===== src/sv/rhsv_pkg.sv =====
// Shared types and constants for the RGB to HSV pixel converter.
package rhsv_pkg;

  localparam int CompW    = 8;   // one color component
  localparam int HueW     = 9;   // hue quotient, 0..359
  localparam int SatW     = 7;   // saturation quotient, 0..100
  localparam int ValW     = 7;   // brightness, 0..100
  localparam int HueRemW  = 17;  // hue numerator, below 360*255
  localparam int SatRemW  = 15;  // saturation numerator, up to 100*255
  localparam int DivSteps = 3;   // quotient bits resolved per divider stage
  localparam int DivStages = (HueW + DivSteps - 1) / DivSteps;

  typedef struct packed {
    logic [CompW-1:0] red;
    logic [CompW-1:0] green;
    logic [CompW-1:0] blue;
  } rgb_t;

  typedef struct packed {
    logic [HueW-1:0] hue;
    logic [SatW-1:0] saturation;
    logic [ValW-1:0] brightness;
  } hsv_t;

  // One item in flight through the divider stages.
  typedef struct packed {
    logic               vld;
    logic [HueRemW-1:0] hue_rem;
    logic [CompW-1:0]   hue_div;
    logic [HueW-1:0]    hue_q;
    logic [SatRemW-1:0] sat_rem;
    logic [CompW-1:0]   sat_div;
    logic [SatW-1:0]    sat_q;
    logic [ValW-1:0]    val;
  } stage_t;

endpackage


===== src/sv/rhsv_stream_if.sv =====
// Valid/ready stream channel carrying one payload item per handshake.
interface rhsv_stream_if #(
  parameter type T = logic
);
  logic valid;
  logic ready;
  T     data;

  modport source (output valid, output data, input ready);
  modport sink   (input valid, input data, output ready);
endinterface


===== src/sv/rgb_to_hsv_pixel_top.sv =====
// Top level of the RGB to HSV pixel converter.
//
//   channel  dir  payload                           handshake
//   px       in   red, green, blue (8 b each)       valid/ready
//   hsv      out  hue (9 b), saturation, brightness  valid/ready
//                 (7 b each)
//
// One item is taken every cycle while the output is not stalled.
// Two front stages find max/min and the numerators, then three division
// stages resolve three hue quotient bits each; the seven saturation bits
// split as three, three and one.
// Reset clears only the stage valid bits; payload is left as is.
// A stall at the output freezes every stage at once, so px.ready drops
// only while the last stage holds an item that is not yet taken.
module rgb_to_hsv_pixel_top (
  input  logic clk,
  input  logic rst,
  rhsv_stream_if.sink   px,
  rhsv_stream_if.source hsv
);
  import rhsv_pkg::*;

  logic   en;
  stage_t st [DivStages+1];

  // whole pipe moves when the output register is empty or being drained
  assign en       = !st[DivStages].vld || hsv.ready;
  assign px.ready = en;

  rhsv_front u_front (
    .clk (clk),
    .rst (rst),
    .en  (en),
    .vld (px.valid),
    .pix (px.data),
    .q   (st[0])
  );

  for (genvar k = 0; k < DivStages; k++) begin : g_div
    rhsv_div_stage #(
      .Stage (k)
    ) u_div (
      .clk  (clk),
      .rst  (rst),
      .en   (en),
      .d_in (st[k]),
      .q    (st[k+1])
    );
  end

  // last division stage is the output register
  assign hsv.valid           = st[DivStages].vld;
  assign hsv.data.hue        = st[DivStages].hue_q;
  assign hsv.data.saturation = st[DivStages].sat_q;
  assign hsv.data.brightness = st[DivStages].val;

`ifndef ASSERT_OFF
  // results always land in range
  a_range: assert property (@(posedge clk) disable iff (rst)
    hsv.valid |-> (hsv.data.hue <= 9'd359) && (hsv.data.saturation <= 7'd100)
                  && (hsv.data.brightness <= 7'd100))
    else $error("hsv result out of range");

  // a held output blocks new input
  a_stall: assert property (@(posedge clk) disable iff (rst)
    (hsv.valid && !hsv.ready) |-> !px.ready)
    else $error("input taken while output stalled");

  // a stalled result does not change
  a_hold: assert property (@(posedge clk) disable iff (rst)
    (hsv.valid && !hsv.ready) |=> hsv.valid && $stable(hsv.data))
    else $error("stalled result changed");
`endif
endmodule


===== src/sv/rhsv_front.sv =====
// Front end: max/min/sector select, then hue/saturation numerators and brightness.
module rhsv_front (
  input  logic           clk,
  input  logic           rst,
  input  logic           en,
  input  logic           vld,
  input  rhsv_pkg::rgb_t pix,
  output rhsv_pkg::stage_t q
);
  import rhsv_pkg::*;

  typedef enum logic [1:0] {
    SEC_RED   = 2'b00,
    SEC_GREEN = 2'b01,
    SEC_BLUE  = 2'b10
  } sector_t;

  // first register stage
  logic                    a_vld;
  logic [CompW-1:0]        a_mx;
  logic [CompW-1:0]        a_d;
  sector_t                 a_sec;
  logic signed [CompW:0]   a_diff;

  logic [CompW-1:0]        mx, mn;
  sector_t                 sec;
  logic signed [CompW:0]   diff;

  always_comb begin
    mx = pix.red;
    mn = pix.red;
    if (pix.green > mx) mx = pix.green;
    if (pix.blue > mx)  mx = pix.blue;
    if (pix.green < mn) mn = pix.green;
    if (pix.blue < mn)  mn = pix.blue;
    // red wins ties, then green
    if (pix.red == mx) begin
      sec  = SEC_RED;
      diff = $signed({1'b0, pix.green}) - $signed({1'b0, pix.blue});
    end else if (pix.green == mx) begin
      sec  = SEC_GREEN;
      diff = $signed({1'b0, pix.blue}) - $signed({1'b0, pix.red});
    end else begin
      sec  = SEC_BLUE;
      diff = $signed({1'b0, pix.red}) - $signed({1'b0, pix.green});
    end
  end

  always_ff @(posedge clk) begin
    if (rst) begin
      a_vld <= 1'b0;
    end else if (en) begin
      a_vld  <= vld;
      a_mx   <= mx;
      a_d    <= mx - mn;
      a_sec  <= sec;
      a_diff <= diff;
    end
  end

  // second stage: hue numerator with wrap, saturation numerator, brightness
  logic signed [19:0] base;
  logic signed [19:0] num;
  logic [15:0]        vx;
  logic [15:0]        vsum;
  logic               grey;
  stage_t             nxt;

  always_comb begin
    case (a_sec)
      SEC_RED:   base = 20'sd0;
      SEC_GREEN: base = $signed(20'(a_d) * 20'd120);
      SEC_BLUE:  base = $signed(20'(a_d) * 20'd240);
      default:   base = 20'sd0;
    endcase
    num = base + 20'(a_diff) * 20'sd60;
    if (num < 0) begin
      num = num + $signed(20'(a_d) * 20'd360);
    end
    // floor(x/255) = (x + 1 + (x >> 8)) >> 8 for x below 65535
    vx   = 16'(a_mx) * 16'd100;
    vsum = vx + 16'd1 + (vx >> 8);
    grey = (a_d == '0);

    nxt.vld     = a_vld;
    nxt.hue_q   = '0;
    nxt.sat_q   = '0;
    nxt.val     = vsum[8 +: ValW];
    // grey pixel: zero numerators over a unit divisor give zero quotients
    nxt.hue_rem = grey ? '0 : num[HueRemW-1:0];
    nxt.hue_div = grey ? CompW'(1) : a_d;
    nxt.sat_rem = grey ? '0 : SatRemW'(a_d) * SatRemW'(100);
    nxt.sat_div = grey ? CompW'(1) : a_mx;
  end

  always_ff @(posedge clk) begin
    if (rst) begin
      q.vld <= 1'b0;
    end else if (en) begin
      q <= nxt;
    end
  end
endmodule


===== src/sv/rhsv_div_stage.sv =====
// One restoring-division stage: resolves DivSteps hue quotient bits and up to DivSteps saturation bits.
module rhsv_div_stage #(
  parameter int Stage = 0
) (
  input  logic             clk,
  input  logic             rst,
  input  logic             en,
  input  rhsv_pkg::stage_t d_in,
  output rhsv_pkg::stage_t q
);
  import rhsv_pkg::*;

  localparam int HueHi = HueW - 1 - Stage * DivSteps;
  localparam int SatHi = SatW - 1 - Stage * DivSteps;

  stage_t nxt;

  always_comb begin
    int                 hb;
    int                 sb;
    logic [HueRemW-1:0] hsub;
    logic [SatRemW-1:0] ssub;
    nxt = d_in;
    for (int j = 0; j < DivSteps; j++) begin
      hb = HueHi - j;
      sb = SatHi - j;
      if (hb >= 0) begin
        hsub = HueRemW'(nxt.hue_div) << hb;
        if (nxt.hue_rem >= hsub) begin
          nxt.hue_rem      = nxt.hue_rem - hsub;
          nxt.hue_q[hb[3:0]] = 1'b1;
        end
      end
      if (sb >= 0) begin
        ssub = SatRemW'(nxt.sat_div) << sb;
        if (nxt.sat_rem >= ssub) begin
          nxt.sat_rem      = nxt.sat_rem - ssub;
          nxt.sat_q[sb[2:0]] = 1'b1;
        end
      end
    end
  end

  always_ff @(posedge clk) begin
    if (rst) begin
      q.vld <= 1'b0;
    end else if (en) begin
      q <= nxt;
    end
  end
endmodule


===== src/flat_wrapper.sv =====
// flat-port wrapper written by rule: the top's interface ports become plain ports
module rgb_to_hsv_pixel_top_flat import rhsv_pkg::*;
  (clk, rst, px_valid, px_data, px_ready, hsv_valid, hsv_data, hsv_ready);
  rhsv_stream_if #(.T(rgb_t)) px_i ();
  rhsv_stream_if #(.T(hsv_t)) hsv_i ();
  input  logic clk;
  input  logic rst;
  input wire logic [$bits(px_i.valid)-1:0] px_valid;
  input wire logic [$bits(px_i.data)-1:0] px_data;
  output wire logic [$bits(px_i.ready)-1:0] px_ready;
  output wire logic [$bits(hsv_i.valid)-1:0] hsv_valid;
  output wire logic [$bits(hsv_i.data)-1:0] hsv_data;
  input wire logic [$bits(hsv_i.ready)-1:0] hsv_ready;
  assign px_i.valid = px_valid;
  assign px_i.data = px_data;
  assign px_ready = px_i.ready;
  assign hsv_valid = hsv_i.valid;
  assign hsv_data = hsv_i.data;
  assign hsv_i.ready = hsv_ready;
  rgb_to_hsv_pixel_top u_core (.clk(clk), .rst(rst), .px(px_i), .hsv(hsv_i));
endmodule

===== config.mk =====
export PLATFORM = sky130hd
export DESIGN_NAME = rgb_to_hsv_pixel_top_flat
export DESIGN_NICKNAME = d
export VERILOG_FILES = /design/src/sv/rhsv_pkg.sv /design/src/sv/rhsv_stream_if.sv /design/src/sv/rgb_to_hsv_pixel_top.sv /design/src/sv/rhsv_front.sv /design/src/sv/rhsv_div_stage.sv /design/src/flat_wrapper.sv
export SDC_FILE = /design/constraint.sdc
export NUM_CORES = 1
export LEC_CHECK = 0
export ABC_AREA = 1
export BUFFER_PORTS_ARGS = -buffer_cell sky130_fd_sc_hd__buf_4
export CORE_ASPECT_RATIO = 1.1
export CORE_MARGIN = 2
export CORE_UTILIZATION = 30
export CTS_BUF_LIST = sky130_fd_sc_hd__clkbuf_8
export CTS_CLUSTER_SIZE = 14
export DETAILED_ROUTE_END_ITERATION = 6
export SYNTH_ARGS = -nofsm -noshare
export SYNTH_HDL_FRONTEND = slang
export SYNTH_SLANG_ARGS = --single-unit

===== constraint.sdc =====
create_clock -name clk -period 20.9 [get_ports clk]
set_clock_uncertainty 0.15 [all_clocks]
set_input_delay 5.225 -clock clk [delete_from_list [all_inputs] [get_ports clk]]
set_output_delay 5.225 -clock clk [all_outputs]
set_load 0.01 [all_outputs]

; ---- Word-level counts from Yosys, hierarchy flattened
; Index checks and enable logic that the tools add are counted.
[op_classes]
n_addsub = 22
mul = 6
order_cmp = 21
eq_ne = 4
n_mux = 23
bitwise_logic = 1
reduce_logical = 4
[op_table]
columns = operator, count
row1 = 17-bit 2-to-1 mux, 9
row2 = 15-bit 2-to-1 mux, 6
row3 = 8-bit 2-to-1 mux, 4
row4 = 16-bit one-hot mux with 2 select lines, 1
row5 = 8-bit by 8-bit subtractor with 9-bit output, 3
row6 = 8-bit by 5-bit multiplier with 13-bit output (second input constant), 2
row7 = 8-bit by 4-bit multiplier with 12-bit output (second input constant), 2
row8 = 17-bit by 16-bit adder with 18-bit output, 1
row9 = 18-bit by 1-bit < comparator with 1-bit output (second input constant), 1
row10 = 9-bit 2-to-1 mux, 2
row11 = 17-bit adder, 1
row12 = 17-bit by 10-bit >= comparator with 1-bit output, 1
row13 = 17-bit by 11-bit >= comparator with 1-bit output, 1
row14 = 17-bit by 12-bit >= comparator with 1-bit output, 1
row15 = 17-bit by 13-bit >= comparator with 1-bit output, 1
row16 = 17-bit by 14-bit >= comparator with 1-bit output, 1
row17 = 17-bit by 15-bit >= comparator with 1-bit output, 1
row18 = 17-bit by 16-bit >= comparator with 1-bit output, 1
row19 = 17-bit by 8-bit >= comparator with 1-bit output, 1
row20 = 17-bit by 9-bit >= comparator with 1-bit output, 1
row21 = 17-bit by 10-bit subtractor with 17-bit output, 1
row22 = 17-bit by 11-bit subtractor with 17-bit output, 1
row23 = 17-bit by 12-bit subtractor with 17-bit output, 1
row24 = 17-bit by 13-bit subtractor with 17-bit output, 1
row25 = other kinds (33), 36
[totals]
ff_bits = 238

; ---- Logic depth before layout (Yosys ltp)
; Gate-level depths: netlist of the first run.
[logic_depth]
word_depth = 7
ltp_mapped = 40
mapped_depth_nobuf = 38

; ---- Cells and area by module
; From an unflattened synthesis of the first run, not the netlist that was laid out.
[unflattened]
cells_unflattened = 3631
hier_area_um2 = 28498.6
[modules_own_cells]
columns = module, instances, cells_per_inst, area_each_um2
row1 = rhsv_front, 1, 1390, 10933.0
row2 = rhsv_div_stage (u_core.g_div[1].u_div), 1, 865, 6463.7
row3 = rhsv_div_stage (u_core.g_div[0].u_div), 1, 709, 5766.8
row4 = rhsv_div_stage (u_core.g_div[2].u_div), 1, 665, 5327.6
row5 = rgb_to_hsv_pixel_top, 1, 2, 7.5

; ---- Worst setup path before layout of the first run
; No wires, ideal clock.
[synth_timing]
path_kind = in2reg
startpoint = input port hsv_ready
endpoint = register u_core.g_div[0].u_div.q[0] (netlist name), enable pin
setup_ns = 0.802
arrival_time_ns = 14.397
t_required_ns = 19.948
setup_slack_ns = 5.551
cell_stages = 2
n_path_buf = 0
cell_sequence = nor2_1 -> nor2_1
[synth_via]
elab_chain_len = 2
[synth_rtl]
columns = element, line
row1 = "start, declared", flat_wrapper.sv:13  ; input wire logic [$bits(hsv_i.ready)-1:0] hsv_ready;
row2 = 1-bit logical OR, rgb_to_hsv_pixel_top.sv:27  ; assign en = !st[DivStages].vld || hsv.ready;
row3 = 2-bit AND reduction (no source line), n/a
row4 = "end signal, assigned", rhsv_div_stage.sv:48  ; q <= nxt;
row5 = "end, declared", rhsv_div_stage.sv:9  ; output rhsv_pkg::stage_t q
; No other way between the ends.
; A chain may end at the register's enable or synchronous reset.

; ---- Worst setup path after layout of the first run
[layout_timing]
startpoint = input port hsv_ready
endpoint = output port px_ready
[layout_via]
elab_chain_len = 1
[layout_rtl]
columns = element, line
row1 = 1-bit logical OR, rgb_to_hsv_pixel_top.sv:27
row2 = "end, declared", flat_wrapper.sv:10  ; output wire logic [$bits(px_i.ready)-1:0] px_ready;
; No other way between the ends.

==> impl_metrics.csv, run 1 <==
group,metric,value,unit
status,status,"finished clean",
global_routing,overflow,0,
layout,multi_input_area,14880,um2
synth,ys.flop_type,"edfxtp_1",
place,hpwl,41890,um
place,port-buffer-count,52,
clocking,ctsResizeCount,0,
worst_hold_path,hold-path-cell-count,0,
layout,final-seq-area,6676,um2
sta,tightest_slew,0.9913,ns
detailed_routing,drt_iter0_markers,887,
global_routing,grt_pass1_vias,18620,
synth,syn_area,23720,um2
worst_hold_path,min_from,"u_core.g_div[1].u_div.q[45]",
detailed_routing,avgViaCountPerCell,4.573,
critical_path,cp_slowest_cell,"nor2_1",
sta,period_share,54.88,%
floorplan,core,78650,um2
detailed_routing,drcViolationCount,0,
critical_path,critPathCaptureType,"output pin",
clocking,postCtsSetupBuffers,0,
floorplan,initial_utilization,30.16,%
detailed_routing,first_pass_iters,5,
clocking,clk_path_buf_depth,3,
layout,fillerInstances,8361,
floorplan,rows,108,
critical_path,ff2ff_setup_slack,13.83,ns
sta,rsz0062_at_grt,"no",
worst_hold_path,min-delay-path-class,"register to register",
clocking,ctsHoldBuffers,0,
global_routing,grt_max_degree,144,
detailed_routing,drt-wirelength-per-cell,12.34,um
floorplan,dieArea,81340,um2
synth,synth-async-reset-ratio,0,%
global_routing,grt_usage,12.84,%
clocking,h-tree-depth,2,
sta,relSlewSlack,33.91,%
detailed_routing,via_count,19010,
sta,hold_viol,0,
critical_path,crit_path_cell_trace,"buf_4, nor2_1, inv_1, buf_4",
clocking,cts_tree,"yes",
worst_hold_path,holdPathEnd,"u_core.g_div[2].u_div.q[45]",
layout,final_net_count,3498,
global_routing,grt_pass1_wl,87910,um
critical_path,crit_required,15.53,ns
floorplan,die_h,298.9,um
synth,syn_nets,3430,
critical_path,rr_startpoint,"u_core.u_front.q[15]",
clocking,root_buffer,"clkbuf_8",
sta,finalCriticalPeriod,11.47,ns
critical_path,r2r_cells,30,
synth,postSynthAreaPerCell,7.871,um2
global_routing,antenna_found_initial,0,
layout,diodes,0,
sta,slew_violations,0,
synth,syn_inst,3014,
clocking,cts_inserted_buffers,44,
detailed_routing,detail-route-antenna-nets,0,
sta,fmax,87.19,MHz
place,routabilityCongestion,0.9137,
critical_path,critical_path.max_stage_delay,0.40,ns
critical_path,crit_family,"buffers and inverters",
synth,yosysSeqAreaShare,28.14,%
run,max-cap-violations,0,
floorplan,pin_count,53,
critical_path,crit_fanout,7,
critical_path,critical_path_class,"input pin to output pin",
floorplan,fp.dieW,272.1,um
clocking,clk_pin_slew,0.06,ns
critical_path,crit_top_cell,"buf_4",
critical_path,worstSetupStartpointType,"input pin",
clocking,worstSkewPairLatency,0.62,ns
synth,synth-edff-count,219,
clocking,cts_sinks,224,
critical_path,worstReg2RegEnd,"u_core.g_div[0].u_div.q[34]",
sta,setup_viol,0,
critical_path,crit_buf_inv,3,
layout,drive_above_1_share,7.712,%
critical_path,cp.arrival,6.09,ns
synth,ys.warnings.count,0,
detailed_routing,postRouteWirelength,51320,um
sta,setup_tns,0,ns
synth,synth_seq_cells,224,
synth,yosysUniqueCellTypes,59,
layout,area_growth,10.62,%
==> worst reg2reg max path, delay by kind of cell, from the launching register on <==
family                     cells  cell delay [ns]
buffers and inverters          3             0.53
DFF                            1             0.37
AOI/OAI and AO/OA              9             1.95
and+or+nand+nor               15             2.74
adders and majority gates      3             1.08
==> logic make-up after synthesis <==
group                      synth area share [%]
buffers and inverters                     9.183
AOI/OAI and AO/OA                         11.66
and+or+nand+nor                           21.87
xor gates and xnor gates                  6.719
adders and majority gates                 22.43
DFF                                       28.14
==> metrics by stage <==
| stage | setup slack [ns] | instance area, um2 | hold slack [ns] | instances | utilization, % |
|---|---|---|---|---|---|
| after floorplan | 5.551 | 23720 | 0.2503 | 3014 | - |
| final | 9.431 | 26240 | 0.2580 | 4157 | 33.37 |
| after global routing | 9.300 | 26240 | 0.2675 | 4157 | 33.37 |
| after detailed placement | 9.419 | 25280 | 0.2545 | 4081 | 32.15 |
| after global placement | 9.467 | 25280 | 0.2509 | 4081 | 32.15 |
| after CTS | 9.423 | 26240 | 0.2566 | 4157 | 33.37 |
==> routing by layer <==
layer	vias up	global-route usage, %	share of wire (%)
met5	-	0	0
met4	0	3.454	2.5
met3	86	1.728	3.3
met2	253	23.57	49
met1	8553	15.60	45
li1	10120	-	-
==> layout by cell type (no fill, tap or decap), drive strengths merged, types with 6 or more instances in the layout <==
| cell | n |
|---|---|
| o21bai | 11 |
| inv | 540 |
| buf | 55 |
| or2 | 8 |
| nor3 | 33 |
| nand3b | 8 |
| nor2 | 197 |
| nand4 | 45 |
| clkinv | 13 |
| o211ai | 12 |
| nand3 | 145 |
| ha | 326 |
| and2 | 7 |
| clkbuf | 44 |
| a21oi | 218 |
| nand2 | 701 |
| a211oi | 7 |
| edfxtp | 219 |
| nor4 | 10 |
| bufinv | 8 |
| o21a | 6 |
| xnor2 | 70 |
| o21ai | 208 |
| fa | 62 |
| a21o | 14 |
| xor2 | 112 |
==> worst max-delay path by stage <==
stage | from | to | slack [ns] | depth (start not counted)
2_1_floorplan | hsv_ready | u_core.g_div[0].u_div.q[0] | 5.55 | 2
6_report | hsv_ready | px_ready | 9.43 | 4
3_3_place_gp | hsv_ready | px_ready | 9.47 | 4
5_1_grt | hsv_ready | px_ready | 9.30 | 4
3_5_place_dp | hsv_ready | px_ready | 9.42 | 4
4_1_cts | hsv_ready | px_ready | 9.42 | 4
==> Yosys cell counts (2+ instances only) <==
master | number | area share, %
nor2_1 | 176 | 2.8
nor2_4 | 6 | 0.28
clkbuf_1 | 16 | 0.25
a221o_1 | 3 | 0.13
fa_1 | 62 | 5.2
o21bai_1 | 11 | 0.35
inv_1 | 510 | 8.1
a21o_1 | 14 | 0.44
nand2_4 | 6 | 0.28
nor3_2 | 4 | 0.17
o31ai_1 | 3 | 0.095
xnor2_1 | 70 | 2.6
o21a_1 | 6 | 0.19
nor4_1 | 10 | 0.26
nand3_4 | 8 | 0.59
o21ai_1 | 16 | 0.34
a21boi_0 | 2 | 0.063
edfxtp_1 | 219 | 28
nand2_2 | 19 | 0.50
o211ai_1 | 12 | 0.38
buf_2 | 10 | 0.21
o2111ai_1 | 5 | 0.18
nand3_2 | 14 | 0.59
inv_2 | 19 | 0.30
nor2_2 | 15 | 0.40
nor3_1 | 28 | 0.59
nand2_1 | 675 | 11
o21ai_0 | 175 | 3.7
o21ai_2 | 17 | 0.63
a21oi_2 | 3 | 0.11
buf_1 | 2 | 0.032
a211oi_1 | 7 | 0.22
nand3_1 | 123 | 2.6
and2_1 | 7 | 0.18
xor2_1 | 112 | 4.1
nand3b_1 | 8 | 0.25
ha_1 | 326 | 17
buf_6 | 3 | 0.14
a21oi_1 | 215 | 4.5
dfxtp_1 | 5 | 0.42
or2_2 | 7 | 0.18
a31oi_1 | 4 | 0.11
nand4_1 | 44 | 1.2
clkinv_1 | 2 | 0.032
==> registers in the layout, summed over array words and instances (netlist names) <==
register,flops
u_core.u_front.q,50
u_core.u_front.a_sec,2
u_core.u_front.a_d,8
u_core.u_front.a_vld,1
u_core.u_front.a_diff,9
u_core.u_front.a_mx,8
u_core.g_div.u_div.q,146
==> cell type report <==
class,instances,share of cell area [%]
tap,1045,4.983
clock buffer,44,2.308
timing repair buffer,55,1.621
clock inverter,32,1.340
multi-input combinational,2225,56.69
sequential,224,25.44
inverter,532,7.619
Power of run 1 is left out: the tool's default activity adds up to more than one toggle a clock period on the data nets, which glitch-free logic cannot reach.
==> run 2, diff against run 1 <==
- clock period: 20.9 -> 11.97 ns (I/O delays scaled with it)
==> run 2 against run 1 <==
Net effect:
- first-iteration DRC count down 2.8%
- register-to-register slack worse by 8.9 ns
- final area decreased by 0.46%
- non-clock buffer count unchanged
- global-route usage grew 0.058 points
- routed wire length grew 1.4%
- setup slack got worse by 5.1 ns
- via count down 0.20%
- cell count is 0.14% higher
==> impl_metrics.csv, run 2 (synthesis gave the netlist of run 1 again) <==
group,metric,value,unit
status,status,"finished clean",
place,port-buffer-count,52,
clocking,h-tree-depth,2,
clocking,postCtsSetupBuffers,0,
floorplan,pin_count,53,
layout,reg_top3,"u_core.g_div.u_div.q: 146 flops, u_core.u_front.q: 50 flops, u_core.u_front.a_diff: 9 flops",
global_routing,grt_max_degree,147,
floorplan,initial_utilization,30.16,%
clocking,cts_sinks,224,
layout,layout_common_cells,"nand2_1, inv_1, ha_1, edfxtp_1, a21oi_1",
detailed_routing,drt-wirelength-per-cell,12.49,um
global_routing,grt_pass1_vias,18320,
critical_path,crit_fanout,17,
clocking,worstSkewPairLatency,0.62,ns
sta,tightest_slew,0.9146,ns
detailed_routing,detail-route-antenna-nets,0,
layout,final_net_count,3498,
sta,hold_viol,0,
layout,final_common_cell,"nand2_1",
floorplan,fp.dieW,272.1,um
layout,area_growth,10.11,%
detailed_routing,first_pass_iters,5,
clocking,clk_path_buf_depth,3,
sta,layout_setup_ws,4.295,ns
layout,instances_no_fill,4163,
critical_path,cp.arrival,7.91,ns
critical_path,crit_required,12.21,ns
detailed_routing,avgViaCountPerCell,4.558,
critical_path,crit_top_cell,"nand2_1",
floorplan,die_h,298.9,um
sta,finalCriticalPeriod,7.675,ns
run,max-cap-violations,0,
global_routing,antenna_found_initial,1,
sta,slew_violations,0,
critical_path,critical_path_class,"input pin to register",
place,dp_cells,4081,
clocking,ctsHoldBuffers,0,
place,hpwl,42650,um
place,place_ws,3.634,ns
place,routabilityCongestion,0.9517,
global_routing,overflow,0,
clocking,cts_inserted_buffers,44,
global_routing,grt_pass1_wl,87690,um
clocking,ctsResizeCount,0,
sta,setup_tns,0,ns
layout,regMostFlops,"u_core.g_div.u_div.q",
clocking,cts_tree,"yes",
layout,drive_above_1_share,7.729,%
critical_path,critical_path.max_stage_delay,0.49,ns
detailed_routing,drcViolationCount,0,
sta,relSlewSlack,38.85,%
layout,largest_register_ffs,146,
sta,period_share,64.12,%
critical_path,worstSetupStartpointType,"input pin",
detailed_routing,postRouteWirelength,52010,um
detailed_routing,drt_iter0_markers,862,
sta,setup_viol,0,
layout,diodes,0,
global_routing,grt_usage,12.89,%
critical_path,cp_slowest_cell,"nand2_1",
critical_path,critPathCaptureType,"register",
floorplan,dieArea,81340,um2
floorplan,core,78650,um2
detailed_routing,via_count,18970,
sta,fmax,130.3,MHz
worst_hold_path,min-delay-path-class,"register to register",
sta,rsz0062_at_grt,"no",
floorplan,rows,108,
clocking,root_buffer,"clkbuf_8",
clocking,clk_pin_slew,0.06,ns
## run 2: cell count changes in the layout (fill, tap and decap cells not counted)
| cell | previous run | this run |
|---|---|---|
| bufinv_16 | 8 | 2 |
| clkinv_1 | 9 | 12 |
| clkinv_2 | 4 | 10 |
| inv_1 | 519 | 521 |
| inv_8 | 0 | 1 |
## run 2: cell type report
type / instances / area (um2)
Tap cell: 1045 / 1308
Clock buffer: 44 / 605.6
Multi-Input combinational cell: 2225 / 14880
Timing Repair Buffer: 55 / 425.4
Fill cell: 8370 / 52520
Inverter: 532 / 1999
Clock inverter: 38 / 231.5
Sequential cell: 224 / 6676
## run 2: worst paths after layout
kind / start / end / slack [ns] / cells after the start
setup reg to reg: u_core.u_front.q[15] / u_core.g_div[0].u_div.q[34] / 4.90 / 30
setup / recovery: px_data[10] / u_core.u_front.a_d[7] / 4.30 / 30
hold / removal: u_core.g_div[1].u_div.q[45] / u_core.g_div[2].u_div.q[45] / 0.25 / 0
hold reg to reg: u_core.g_div[1].u_div.q[45] / u_core.g_div[2].u_div.q[45] / 0.25 / 0
## run 2: routing by layer
metal  vias to the layer above  GRT usage [%]  wire [um]
li1                      10110              -          -
met1                      8506          15.58      23220
met2                       263          23.40      25380
met3                        97          1.832       1804
met4                         0          4.160       1607
met5                         -              0          0
## run 2: metrics by stage
step / util (%) / instance area (um2) / hold WS, ns
3_3_place_gp: 32.15 / 25280 / 0.2509
6_report: 33.21 / 26120 / 0.2487
5_1_grt: 33.21 / 26120 / 0.2662
3_5_place_dp: 32.15 / 25280 / 0.2545
4_1_cts: 33.21 / 26120 / 0.2510
2_1_floorplan: - / 23730 / 0.2503
## run 2: critical path, delay by kind of cell
| kind | cells | cell delay, ns |
|---|---|---|
| buffers and inverters | 5 | 0.47 |
| AND/OR/NAND/NOR | 11 | 1.61 |
| AO/OA/AOI/OAI | 10 | 1.71 |
| XOR/XNOR | 1 | 0.17 |
| adder cells (fa/ha/maj) | 3 | 0.96 |
Power of run 2 is left out for the same reason.
==> run 3, diff against run 2 <==
- clock period: 11.97 -> 7.1 ns (I/O delays scaled with it)
==> run 3 against run 2 <==
Net effect:
- cell count up 0.36%
- first-iteration DRC count down 15%
- worst hold slack better by 0.012 ns
- via count up 1.6%
- sequential cell count unchanged
==> impl_metrics.csv, run 3 (synthesis gave the netlist of run 1 again) <==
group,metric,value,unit
status,status,"finished clean",
layout,final_net_count,3513,
sta,slew_violations,0,
clocking,cts_tree,"yes",
place,routabilityCongestion,0.8987,
detailed_routing,via_count,19270,
worst_hold_path,hold-path-cell-count,0,
sta,setup_tns,0,ns
floorplan,core,78650,um2
floorplan,dieArea,81340,um2
clocking,cts_sinks,224,
clocking,clk_pin_slew,0.06,ns
sta,setup_viol,0,
critical_path,critPathCaptureType,"register",
global_routing,grt_pass1_vias,18930,
place,hpwl,43540,um
layout,layout_common_cells,"nand2_1, inv_1, ha_1, edfxtp_1, a21oi_1",
run,max-cap-violations,0,
layout,drive_above_1_share,8.299,%
layout,area_growth,10.88,%
sta,fmax,155.2,MHz
sta,rsz0062_at_grt,"no",
clocking,cts_inserted_buffers,45,
place,port-buffer-count,52,
global_routing,grt_usage,13.18,%
layout,reg_top3,"u_core.g_div.u_div.q: 146 flops, u_core.u_front.q: 50 flops, u_core.u_front.a_diff: 9 flops",
floorplan,fp.dieW,272.1,um
detailed_routing,detail-route-antenna-nets,0,
layout,fillerInstances,8377,
sta,hold_viol,0,
detailed_routing,drt-wirelength-per-cell,12.65,um
sta,tightest_slew,1.035,ns
clocking,root_buffer,"clkbuf_8",
clocking,clk_path_buf_depth,3,
sta,period_share,90.76,%
global_routing,grt_max_degree,187,
critical_path,worstSetupStartpointType,"register",
layout,final_common_cell,"nand2_1",
layout,multi_input_area,14880,um2
clocking,worstSkewPairLatency,0.61,ns
detailed_routing,drt_iter0_markers,730,
global_routing,overflow,0,
layout,diodes,0,
critical_path,crit_fanout,17,
floorplan,rows,108,
layout,regMostFlops,"u_core.g_div.u_div.q",
floorplan,pin_count,53,
layout,final-seq-area,6676,um2
detailed_routing,avgViaCountPerCell,4.612,
layout,largest_register_ffs,146,
detailed_routing,postRouteWirelength,52860,um
critical_path,cp_slowest_cell,"edfxtp_1",
critical_path,r2r_cells,32,
clocking,postCtsSetupBuffers,0,
detailed_routing,drcViolationCount,0,
critical_path,critical_path_class,"register to register",
critical_path,cp.arrival,6.65,ns
worst_hold_path,min-delay-path-class,"register to register",
detailed_routing,first_pass_iters,5,
global_routing,antenna_found_initial,0,
critical_path,crit_required,7.31,ns
sta,finalCriticalPeriod,6.444,ns
floorplan,die_h,298.9,um
global_routing,grt_pass1_wl,89310,um
critical_path,critical_path.max_stage_delay,0.47,ns
sta,relSlewSlack,31.02,%
critical_path,crit_top_cell,"nand2_1",
floorplan,initial_utilization,30.16,%
clocking,h-tree-depth,2,
-- run 3: routing by layer --
layer / GRT usage, % / vias up / share of wire [%]
met1: 15.70 / 8716 / 44
met3: 1.752 / 118 / 3.4
met5: 0 / - / 0
met4: 5.508 / 0 / 4.0
li1: - / 10140 / -
met2: 23.69 / 298 / 49
-- run 3: repair_timing --
action	in CTS	in global routing
setup endpoints to repair	0	8
gates resized for setup	0	3
hold buffers	0	0
-- run 3: final cells by class --
class                      count  share of cell area [%]
multi-input combinational   2225                   56.56
sequential                   224                   25.38
inverter                     532                   7.616
tap                         1045                   4.971
clock buffer                  46                   2.407
timing repair buffer          69                   2.017
clock inverter                37                   1.042
-- run 3: critical path: cells and delay by family (launching register included) --
kind / cells / cell delay [ns]
simple gates: 17 / 1.91
compound gates: 7 / 1.66
fa+ha+maj: 4 / 1.39
buf+inv: 4 / 0.62
flops: 1 / 0.47
-- run 3: stage by stage --
stage,hold slack [ns],cell area (um2),setup WS (ns),cells,utilization (%)
floorplan,0.2503,23730,0.8525,3014,-
global placement,0.2511,25390,0.5130,4095,32.28
detailed placement,0.2545,25390,0.4713,4095,32.28
CTS,0.2620,26300,0.4382,4178,33.44
global route,0.2681,26300,0.002280,4178,33.44
finish,0.2602,26300,0.6557,4178,33.44
-- run 3: worst paths after layout --
kind,slack [ns],start,to
worst max-delay path,0.66,u_core.g_div[0].u_div.q[47],u_core.g_div[1].u_div.q[23]
worst min-delay path,0.26,u_core.g_div[1].u_div.q[0],u_core.g_div[2].u_div.q[0]
worst max register to register,0.66,u_core.g_div[0].u_div.q[47],u_core.g_div[1].u_div.q[23]
worst min register to register,0.26,u_core.g_div[1].u_div.q[0],u_core.g_div[2].u_div.q[0]
Power of run 3 is left out for the same reason.
